### src/sv/assert_macros.svh
// Assertion macros used by the top-level RTL file of the pulse counter bank.
// Stand-alone header; no dependencies.
`ifndef ASSERT_MACROS_SVH
`define ASSERT_MACROS_SVH

// Same-cycle implication, checked outside reset.
`define ASSERT_IMPLIES(label, clk, rst_n, ante, cons) \
  label: assert property (@(posedge clk) disable iff (!rst_n) (ante) |-> (cons)) \
    else $error("assertion failed: same-cycle implication");

// Next-cycle implication, checked outside reset.
`define ASSERT_NEXT(label, clk, rst_n, ante, cons) \
  label: assert property (@(posedge clk) disable iff (!rst_n) (ante) |=> (cons)) \
    else $error("assertion failed: next-cycle implication");

`endif

### src/sv/qpcb_pkg.sv
// Shared types, constants and helpers for the qualified pulse counter bank.
// No dependencies.
`default_nettype none
package qpcb_pkg;

  localparam int PIN_W        = 16;
  localparam int COUNT_W      = 16;
  localparam int SLOTS_DEF    = 2;
  localparam int CHANNELS_DEF = 16;

  typedef enum logic {
    ACT_TICK = 1'b0,
    ACT_READ = 1'b1
  } qpcb_action_t;

  typedef struct packed {
    qpcb_action_t       action;
    logic [PIN_W-1:0]   pin_levels;
    logic               slot;
    logic [3:0]         channel;
  } qpcb_item_t;

  typedef struct packed {
    logic [PIN_W-1:0]   edge_mask;
    logic               ticked;
    logic [COUNT_W-1:0] count;
  } qpcb_result_t;

  // Bits of the pins that belong to an existing channel.
  function automatic logic [PIN_W-1:0] chan_mask(input int n);
    logic [PIN_W-1:0] m;
    m = '0;
    for (int c = 0; c < PIN_W; c++) begin
      if (c < n) m[c] = 1'b1;
    end
    return m;
  endfunction

endpackage
`default_nettype wire

### src/sv/qualified_pulse_counter_bank.sv
// Qualified pulse counter bank: items pass stage 1, then the result register.
// Throughput one transaction per cycle unless the output stalls; rows are read at
// acceptance and written back from stage 1, bypassed for back-to-back ticks on one
// slot. Reset (synchronous, rst_n low) clears enable, the tick history, the row
// valid bits (so all counters read as zero) and both pipeline valid flags.
`default_nettype none
module qualified_pulse_counter_bank
  import qpcb_pkg::*;
#(
  parameter int SLOTS    = SLOTS_DEF,
  parameter int CHANNELS = CHANNELS_DEF
) (
  input  wire logic               clk,
  input  wire logic               rst_n,
  // configuration write
  input  wire logic               cfg_valid,
  output      logic               cfg_ready,
  input  wire logic               cfg_enable,
  // input transactions
  input  wire logic               in_valid,
  output      logic               in_ready,
  input  wire logic               in_action,
  input  wire logic [PIN_W-1:0]   in_pin_levels,
  input  wire logic               in_slot,
  input  wire logic [3:0]         in_channel,
  // result transactions
  output      logic               out_valid,
  input  wire logic               out_ready,
  output      logic [PIN_W-1:0]   out_edge_mask,
  output      logic               out_ticked,
  output      logic [COUNT_W-1:0] out_count
);

  `include "assert_macros.svh"

  localparam int ROW_W = CHANNELS * COUNT_W;
  localparam int AW    = (SLOTS > 1) ? $clog2(SLOTS) : 1;

  // config register: must be written only while idle (a user rule, unchecked by the block); always ready
  logic enable_r;

  assign cfg_ready = 1'b1;

  always_ff @(posedge clk) begin
    if (!rst_n) begin
      enable_r <= 1'b0;
    end else if (cfg_valid) begin
      enable_r <= cfg_enable;
    end
  end

  // stage 1: accepted transaction, row read in flight
  qpcb_item_t s1_item_r;
  logic       s1_valid_r;
  logic       s1_adv;
  logic       in_fire;

  // output register
  qpcb_result_t out_res_r;
  logic         out_valid_r;

  qpcb_result_t     s1_res;
  logic             row_we;
  logic [ROW_W-1:0] row_rd;
  logic [ROW_W-1:0] row_wr;
  logic [AW-1:0]    rd_addr;
  logic [AW-1:0]    wr_addr;

  // stage 1 moves on whenever the output register is free or being drained
  assign s1_adv   = s1_valid_r && (!out_valid_r || out_ready);
  assign in_ready = !s1_valid_r || s1_adv;
  assign in_fire  = in_valid && in_ready;

  // out-of-range slots read row zero; the result is masked in the tick unit
  assign rd_addr = (32'(in_slot) < SLOTS) ? AW'(in_slot) : '0;
  assign wr_addr = AW'(s1_item_r.slot);

  always_ff @(posedge clk) begin
    if (!rst_n) begin
      s1_valid_r <= 1'b0;
    end else if (in_ready) begin
      s1_valid_r <= in_valid;
    end
  end

  always_ff @(posedge clk) begin
    if (in_fire) begin
      s1_item_r.action     <= qpcb_action_t'(in_action);
      s1_item_r.pin_levels <= in_pin_levels;
      s1_item_r.slot       <= in_slot;
      s1_item_r.channel    <= in_channel;
    end
  end

  qpcb_count_mem #(
    .ROWS  (SLOTS),
    .ROW_W (ROW_W),
    .AW    (AW)
  ) u_mem (
    .clk     (clk),
    .rst_n   (rst_n),
    .rd_en   (in_fire),
    .rd_addr (rd_addr),
    .rd_data (row_rd),
    .wr_en   (row_we),
    .wr_addr (wr_addr),
    .wr_data (row_wr)
  );

  qpcb_tick_unit #(
    .SLOTS    (SLOTS),
    .CHANNELS (CHANNELS),
    .ROW_W    (ROW_W)
  ) u_tick (
    .clk    (clk),
    .rst_n  (rst_n),
    .item   (s1_item_r),
    .enable (enable_r),
    .fire   (s1_adv),
    .row_rd (row_rd),
    .res    (s1_res),
    .row_we (row_we),
    .row_wr (row_wr)
  );

  always_ff @(posedge clk) begin
    if (!rst_n) begin
      out_valid_r <= 1'b0;
    end else if (s1_adv) begin
      out_valid_r <= 1'b1;
    end else if (out_ready) begin
      out_valid_r <= 1'b0;
    end
  end

  always_ff @(posedge clk) begin
    if (s1_adv) out_res_r <= s1_res;
  end

  assign out_valid     = out_valid_r;
  assign out_edge_mask = out_res_r.edge_mask;
  assign out_ticked    = out_res_r.ticked;
  assign out_count     = out_res_r.count;

  // an accepted transaction always lands in stage 1
  `ASSERT_NEXT(a_fire_fills_s1, clk, rst_n, in_fire, s1_valid_r)
  // an edge mask only comes with a processed tick
  `ASSERT_IMPLIES(a_edge_needs_tick, clk, rst_n,
    out_valid_r && (out_edge_mask != '0), out_ticked)
  // a tick result never carries a count
  `ASSERT_IMPLIES(a_tick_no_count, clk, rst_n,
    out_valid_r && out_ticked, out_count == '0)
  // counters are only written on enabled ticks
  `ASSERT_IMPLIES(a_write_needs_enable, clk, rst_n, row_we, enable_r && s1_adv)

endmodule
`default_nettype wire

### src/sv/qpcb_count_mem.sv
// Counter row store: one row of packed channel counters per time slot.
// Valid bits make unwritten rows read as zero after reset. Uses qpcb_pkg.
`default_nettype none
module qpcb_count_mem
  import qpcb_pkg::*;
#(
  parameter int ROWS  = SLOTS_DEF,
  parameter int ROW_W = CHANNELS_DEF * COUNT_W,
  parameter int AW    = (ROWS > 1) ? $clog2(ROWS) : 1
) (
  input  wire logic             clk,
  input  wire logic             rst_n,
  input  wire logic             rd_en,
  input  wire logic [AW-1:0]    rd_addr,
  output      logic [ROW_W-1:0] rd_data,
  input  wire logic             wr_en,
  input  wire logic [AW-1:0]    wr_addr,
  input  wire logic [ROW_W-1:0] wr_data
);

  logic [ROW_W-1:0] mem [ROWS];
  logic [ROWS-1:0]  row_vld_r;
  logic [ROW_W-1:0] rd_data_r;

  always_ff @(posedge clk) begin
    if (wr_en) mem[wr_addr] <= wr_data;
  end

  always_ff @(posedge clk) begin
    if (!rst_n) begin
      row_vld_r <= '0;
    end else if (wr_en) begin
      row_vld_r[wr_addr] <= 1'b1;
    end
  end

  // write-through bypass when the same row is written in this cycle
  always_ff @(posedge clk) begin
    if (rd_en) begin
      if (wr_en && (wr_addr == rd_addr)) rd_data_r <= wr_data;
      else if (row_vld_r[rd_addr])      rd_data_r <= mem[rd_addr];
      else                              rd_data_r <= '0;
    end
  end

  assign rd_data = rd_data_r;

endmodule
`default_nettype wire

### src/sv/qpcb_tick_unit.sv
// Edge qualification, counter increment and read selection for one item.
// Holds the three-tick inactive history. Uses qpcb_pkg.
`default_nettype none
module qpcb_tick_unit
  import qpcb_pkg::*;
#(
  parameter int SLOTS    = SLOTS_DEF,
  parameter int CHANNELS = CHANNELS_DEF,
  parameter int ROW_W    = CHANNELS * COUNT_W
) (
  input  wire logic             clk,
  input  wire logic             rst_n,
  input  wire qpcb_item_t       item,
  input  wire logic             enable,
  input  wire logic             fire,
  input  wire logic [ROW_W-1:0] row_rd,
  output      qpcb_result_t     res,
  output      logic             row_we,
  output      logic [ROW_W-1:0] row_wr
);

  localparam logic [PIN_W-1:0] CH_MASK = chan_mask(CHANNELS);

  logic [PIN_W-1:0]    hist0_r, hist1_r, hist2_r;
  logic [PIN_W-1:0]    edge_bits;
  logic [CHANNELS-1:0] edge_lanes;
  logic                is_tick;
  logic                slot_ok;
  logic [COUNT_W-1:0]  sel_count;

  assign is_tick    = (item.action == ACT_TICK) && enable;
  assign slot_ok    = (32'(item.slot) < SLOTS);
  assign edge_bits  = ~item.pin_levels & hist0_r & hist1_r & hist2_r & CH_MASK;
  assign edge_lanes = CHANNELS'(edge_bits);

  always_comb begin
    row_wr    = row_rd;
    sel_count = '0;
    for (int c = 0; c < CHANNELS; c++) begin
      row_wr[c*COUNT_W +: COUNT_W] = row_rd[c*COUNT_W +: COUNT_W]
                                     + COUNT_W'(edge_lanes[c]);
      if (32'(item.channel) == c) sel_count = row_rd[c*COUNT_W +: COUNT_W];
    end
  end

  always_comb begin
    res.edge_mask = is_tick ? edge_bits : '0;
    res.ticked    = is_tick;
    res.count     = ((item.action == ACT_READ) && slot_ok) ? sel_count : '0;
  end

  assign row_we = fire && is_tick && slot_ok;

  // history moves only on enabled ticks
  always_ff @(posedge clk) begin
    if (!rst_n) begin
      hist0_r <= '0;
      hist1_r <= '0;
      hist2_r <= '0;
    end else if (fire && is_tick) begin
      hist2_r <= hist1_r;
      hist1_r <= hist0_r;
      hist0_r <= item.pin_levels;
    end
  end

endmodule
`default_nettype wire

### config.mk
export PLATFORM = sky130hd
export DESIGN_NAME = qualified_pulse_counter_bank
export DESIGN_NICKNAME = d
export VERILOG_FILES = /design/src/sv/qpcb_pkg.sv /design/src/sv/qualified_pulse_counter_bank.sv /design/src/sv/qpcb_count_mem.sv /design/src/sv/qpcb_tick_unit.sv
export VERILOG_INCLUDE_DIRS = /design/src /design/src/sv
export SDC_FILE = /design/constraint.sdc
export NUM_CORES = 1
export LEC_CHECK = 0
export BUFFER_PORTS_ARGS = -buffer_cell sky130_fd_sc_hd__buf_2
export CORE_UTILIZATION = 60
export CTS_CLUSTER_SIZE = 25
export DETAILED_ROUTE_END_ITERATION = 6
export GPL_ROUTABILITY_DRIVEN = 0
export PLACE_DENSITY_LB_ADDON = 0.25
export SLEW_MARGIN = 20
export SYNTH_ARGS = -nofsm -noshare
export SYNTH_HDL_FRONTEND = slang
export SYNTH_SLANG_ARGS = --single-unit
export TNS_END_PERCENT = 20
### constraint.sdc
create_clock -name clk -period 13.85 [get_ports clk]
set_clock_uncertainty 0.05 [all_clocks]
set_input_delay 2.0775 -clock clk [delete_from_list [all_inputs] [get_ports clk]]
set_output_delay 2.0775 -clock clk [all_outputs]
set_load 0.03 [all_outputs]
==> results.json, run 1 <==
{
  "status": "finished, violations left",
  "violations": "DRC",
  "num_io_pins": 64,
  "synth_area_leaders": "edfxtp_1, mux2i_1, xnor2_1",
  "multi_input_area_mm2": 0.0129,
  "synth_nets": 2911,
  "cts.path.max_buffers": 3,
  "final_max_slew_viol_count": 0,
  "ys_warn_count": 0,
  "vias": 24700,
  "cts_resized": 0,
  "postSynthCellCount": 2851,
  "nFillCells": 4525,
  "powerDensity_mw_per_mm2": 131,
  "ys_seq_area_frac": 0.652,
  "synth_commonest_cells": "edfxtp_1, nand2_1, mux2i_1",
  "slew_headroom": 0.209,
  "port_buffers": 62,
  "synth-edff-count": 823,
  "cap_violations": 0,
  "leakage_uw": 0.0151,
  "drc": 1,
  "path_class": "in -> reg",
  "yosysMostFrequentCell": "edfxtp_1",
  "syn_area_per_cell_um2": 13.9,
  "root_buffer": "clkbuf_16",
  "synth_cell_type_count": 71,
  "grt.total_usage": 0.284,
  "seqCellArea_mm2": 0.0258,
  "syn-cell-area_mm2": 0.0395,
  "setup_tns_ns": 0,
  "clock_sinks": 876,
  "cts_made_buffers": 90,
  "crit_fanout": 182,
  "cts_max_level": 3,
  "grt_overflow": 0,
  "ant_nets": 0,
  "die_y_um": 259,
  "dieArea_mm2": 0.0669,
  "required_ns": 14.13,
  "min_path_type": "reg -> reg",
  "post_cts.repair.setup_buffers": 0,
  "fin_area_mm2": 0.0434,
  "antenna_cells": 0,
  "core_area_mm2": 0.0648,
  "yosysTopAreaCell": "edfxtp_1",
  "worst_pin_slew_ns": 1.17,
  "clk-insertion-delay-late_ns": 0.67,
  "drt_iter0_markers": 3068,
  "critical_path_arrival_ns": 5.96,
  "rsz0062_at_grt": "no",
  "cts_tree": "done",
  "synthArstFlopShare": 0,
  "antenna_found_initial": 2,
  "cp-end-kind": "register",
  "drt-total-wl_um": 95200,
  "holdBufCountCts": 0,
  "peakVddDrop_mv": 0.160,
  "final.min_clock_period_ns": 5.68,
  "die_w_um": 259,
  "setup_viol": 0,
  "grt_pass1_wl_um": 145000,
  "ys_seq_elements": 876,
  "rows": 93,
  "dr.pass1.iters": 7,
  "final.period_utilization": 0.410,
  "synthFlopType": "edfxtp_1",
  "fmaxAchievable_mhz": 176,
  "layout.nets": 2940,
  "viasPerCell": 6.47,
  "startpoint_type": "primary input",
  "grt_max_degree": 183,
  "hold_violations": 0,
  "place_area_mm2": 0.0404,
  "start_util": 0.610,
  "wl_per_cell_um": 25.0,
  "grt_pass1_vias": 23900,
  "syn2layout_area_growth_pct": 9.74,
  "synth_top_area_share": 0.625,
  "drive_gt1_frac": 0.102,
  "cts.clk_slew.worst_paths_ns": 0.06,
  "hpwl_um": 58100
}
[registers in the layout (all words and copies together), names as in the netlist, 2 cells and up]
signal           cells
u_tick.hist0_r      16
u_mem.row_vld_r      2
u_tick.hist1_r      16
u_tick.hist2_r      16
out_edge_mask       16
s1_item_r           21
u_mem.mem          512
u_mem.rd_data      256
out_count           16
[worst paths after layout]
path	depth (start not counted)	startpoint	endpoint	slack, ns
max	8	out_ready	u_mem.rd_data[119]	8.17
min	2	u_tick.hist2_r[13]	u_tick.hist2_r[13]	0.42
max reg2reg	7	s1_item_r[21]	u_mem.rd_data[119]	8.88
min reg2reg	2	u_tick.hist2_r[13]	u_tick.hist2_r[13]	0.42
[worst max-delay path: stages]
cell     delay, ns
buf_2         0.07
and2b_1       0.26
nor3b_4       0.21
buf_4         0.44
and2_4        0.78
o32a_4        0.87
buf_12        0.71
o21ai_0       0.24
[layout by cell type, fill, tap and decap left out, types with 19 or more instances in the layout]
cell,Yosys,routed
buf_4,4,26
xor2_1,81,81
o21ai_0,179,179
nor3_1,29,29
mux2_2,25,25
mux2i_1,282,282
dfxtp_1,53,53
ha_1,32,32
nand4_1,35,35
a21oi_1,36,36
clkbuf_1,72,19
edfxtp_1,823,823
buf_2,53,61
o2bb2ai_2,40,40
nand3_1,99,99
nor2_1,75,74
and4_1,35,35
nand2_1,327,327
o2bb2ai_1,92,92
a21boi_0,50,50
xnor2_1,144,144
clkinv_1,2,20
clkbuf_16,0,90
inv_1,20,20
and3_1,46,46
[power breakdown]
part | total, µW | switching, µW | internal, µW
logic | 280 | 189 | 91.8
clock network | 2420 | 1030 | 1390
registers | 3000 | 56.7 | 2940
total | 5700 | 1270 | 4430
[final cells by class]
type | count | share of cell area
inverters | 22 | 0.00190
multi-input cells | 1797 | 0.298
clock buffers | 113 | 0.0548
flip-flops and latches | 876 | 0.594
well taps | 855 | 0.0247
repair buffers | 93 | 0.0140
clock inverters | 51 | 0.0127
[logic make-up (layout without fill, tap and decap cells)]
| logic type | after synthesis | count (layout) | synth area share |
|---|---|---|---|
| AOI/OAI and AO/OA | 504 | 504 | 0.0944 |
| xor gates and xnor gates | 225 | 225 | 0.0498 |
| adders and majority gates | 32 | 32 | 0.0101 |
| buffers and inverters | 178 | 279 | 0.0218 |
| DFF | 876 | 876 | 0.652 |
| muxes | 314 | 314 | 0.0825 |
| other | 1 | 1 | 0.0000949 |
| and+or+nand+nor | 721 | 721 | 0.0892 |
[layer usage]
metal / global-route usage / share of wire / vias to the layer above
li1: - / - / 11000
met1: 0.414 / 0.42 / 12200
met2: 0.430 / 0.46 / 1230
met3: 0.0530 / 0.087 / 210
met4: 0.105 / 0.035 / 0
met5: 0 / 0 / -
[stage by stage]
step                worst slack (ns)  hold slack, ns   util  power [µW]  instances
floorplan                       3.56           0.389      -        3230       2851
global placement                7.53           0.398  0.624        3320       3642
detailed placement              7.49           0.412  0.624        3330       3642
CTS                             8.18           0.422  0.669        5710       3806
global route                    7.91           0.445  0.669        5830       3807
finish                          8.17           0.420  0.669        5700       3807
Note: power is estimated with default switching activity, not from simulation.
==> run 2: changes to the inputs <==
Settings changed: CORE_UTILIZATION 60 to 57.
Clock period 13.85 ns to 4.6 ns, I/O delays scaled along.
==> results.json, run 2 (same netlist as run 1, synthesis figures left out) <==
{
  "status": "completed",
  "fin_area_mm2": 0.0437,
  "die_w_um": 265,
  "grt_max_degree": 155,
  "largest_reg_flops": 512,
  "num_io_pins": 64,
  "wl_per_cell_um": 24.5,
  "critPathMaxStageDelay_ns": 0.90,
  "p_total_uw": 17100,
  "seqCellArea_mm2": 0.0258,
  "layout_commonest_cell": "edfxtp_1",
  "hold_start": "in_pin_levels[0]",
  "dr.pass1.iters": 7,
  "grt.total_usage": 0.270,
  "root_buffer": "clkbuf_16",
  "multi_input_area_mm2": 0.0129,
  "port_buffers": 62,
  "viasPerCell": 6.34,
  "cp-end-kind": "register",
  "clk-insertion-delay-late_ns": 0.66,
  "largest-register": "u_mem.mem",
  "cts_tree": "done",
  "antenna_found_initial": 2,
  "slowest_stage": "or3b_2",
  "core_area_mm2": 0.0686,
  "clock_sinks": 876,
  "peakVddDrop_mv": 0.292,
  "rows": 96,
  "required_ns": 4.90,
  "cap_violations": 0,
  "leakage_uw": 0.0152,
  "ant_nets": 0,
  "place_area_mm2": 0.0408,
  "setup_slack_ns": 0.988,
  "path_delay_family": "simple AND/OR/NAND/NOR gates",
  "cp_num_buf_inv": 1,
  "fin_hold_ws_ns": 0.153,
  "startpoint_type": "register",
  "final_max_slew_viol_count": 0,
  "crit-reg2reg-launch": "s1_item_r[21]",
  "min_path_type": "in -> reg",
  "grt_pass1_vias": 23800,
  "drt-total-wl_um": 95500,
  "holdBufCountCts": 0,
  "crit_path_cell_trace": "nand2b_2 > or3b_2 > nor2_8 > o32a_4 > buf_12 > o21ai_0",
  "worst_pin_slew_ns": 1.10,
  "startpoint": "s1_item_r[21]",
  "dp_slack_ns": 1.06,
  "vias": 24700,
  "dieArea_mm2": 0.0704,
  "setup_viol": 0,
  "layout_common_cells": "edfxtp_1, nand2_1, mux2i_1",
  "grt_overflow": 0,
  "die_y_um": 265,
  "cts_max_level": 3,
  "final.period_utilization": 0.785,
  "cts.path.max_buffers": 3,
  "hpwl_um": 58800,
  "rsz0062_at_grt": "no",
  "crit_fanout": 110,
  "hold_violations": 0,
  "start_util": 0.576,
  "cts.clk_slew.worst_paths_ns": 0.06,
  "critical_path_arrival_ns": 3.91,
  "fmaxAchievable_mhz": 277,
  "layout.nets": 2952,
  "grt_pass1_wl_um": 145000,
  "drive_gt1_frac": 0.109,
  "powerDensity_mw_per_mm2": 391,
  "drt_iter0_markers": 2996,
  "cts_resized": 0,
  "syn2layout_area_growth_pct": 10.6,
  "final.min_clock_period_ns": 3.61,
  "cts_made_buffers": 90,
  "post_cts.repair.setup_buffers": 0,
  "nFillCells": 5025,
  "path_class": "reg -> reg",
  "slew_headroom": 0.266,
  "drc": 0
}
==> run 2: per-layer routing <==
layer | GRT usage | up-vias | share of wire
li1 | - | 11000 | -
met1 | 0.403 | 12400 | 0.43
met2 | 0.405 | 1168 | 0.46
met3 | 0.0437 | 202 | 0.079
met4 | 0.0870 | 0 | 0.031
met5 | 0 | - | 0
==> run 2: final timing paths <==
| kind | to | slack [ns] | cells past startpoint |
|---|---|---|---|
| worst max register to register | u_mem.rd_data[86] | 0.99 | 6 |
| worst min register to register | u_tick.hist2_r[15] | 0.42 | 2 |
| worst max-delay path | u_mem.rd_data[86] | 0.99 | 6 |
| worst min-delay path | s1_item_r[5] | 0.15 | 1 |
==> run 2: layout make-up <==
type | count | share of cell area
antenna | 1 | 0.0000572
clock buffer | 106 | 0.0546
clock inverter | 61 | 0.0119
inverter | 22 | 0.00189
multi-input combinational | 1797 | 0.296
sequential | 876 | 0.590
tap | 931 | 0.0266
timing repair buffer | 105 | 0.0196
==> run 2: through the flow <==
stage / util / cells / setup TNS [ns]
floorplan: - / 2851 / -50.27
global placement: 0.595 / 3731 / 0
detailed placement: 0.595 / 3731 / 0
CTS: 0.637 / 3898 / 0
global route: 0.637 / 3899 / 0
finish: 0.637 / 3899 / 0
==> run 2: report_power, final <==
part,internal [µW],leakage [µW],switching [µW],total (µW)
clock network,4110,0.00143,3090,7200
registers,8860,0.00825,180,9040
logic,290,0.00550,558,848
total,13300,0.0152,3830,17100
==> run 2: worst register-to-register path: stages, from the launching register on <==
cell	delay, ns
edfxtp_1	0.69
nand2b_2	0.38
or3b_2	0.90
nor2_8	0.30
o32a_4	0.25
buf_12	0.45
o21ai_0	0.29
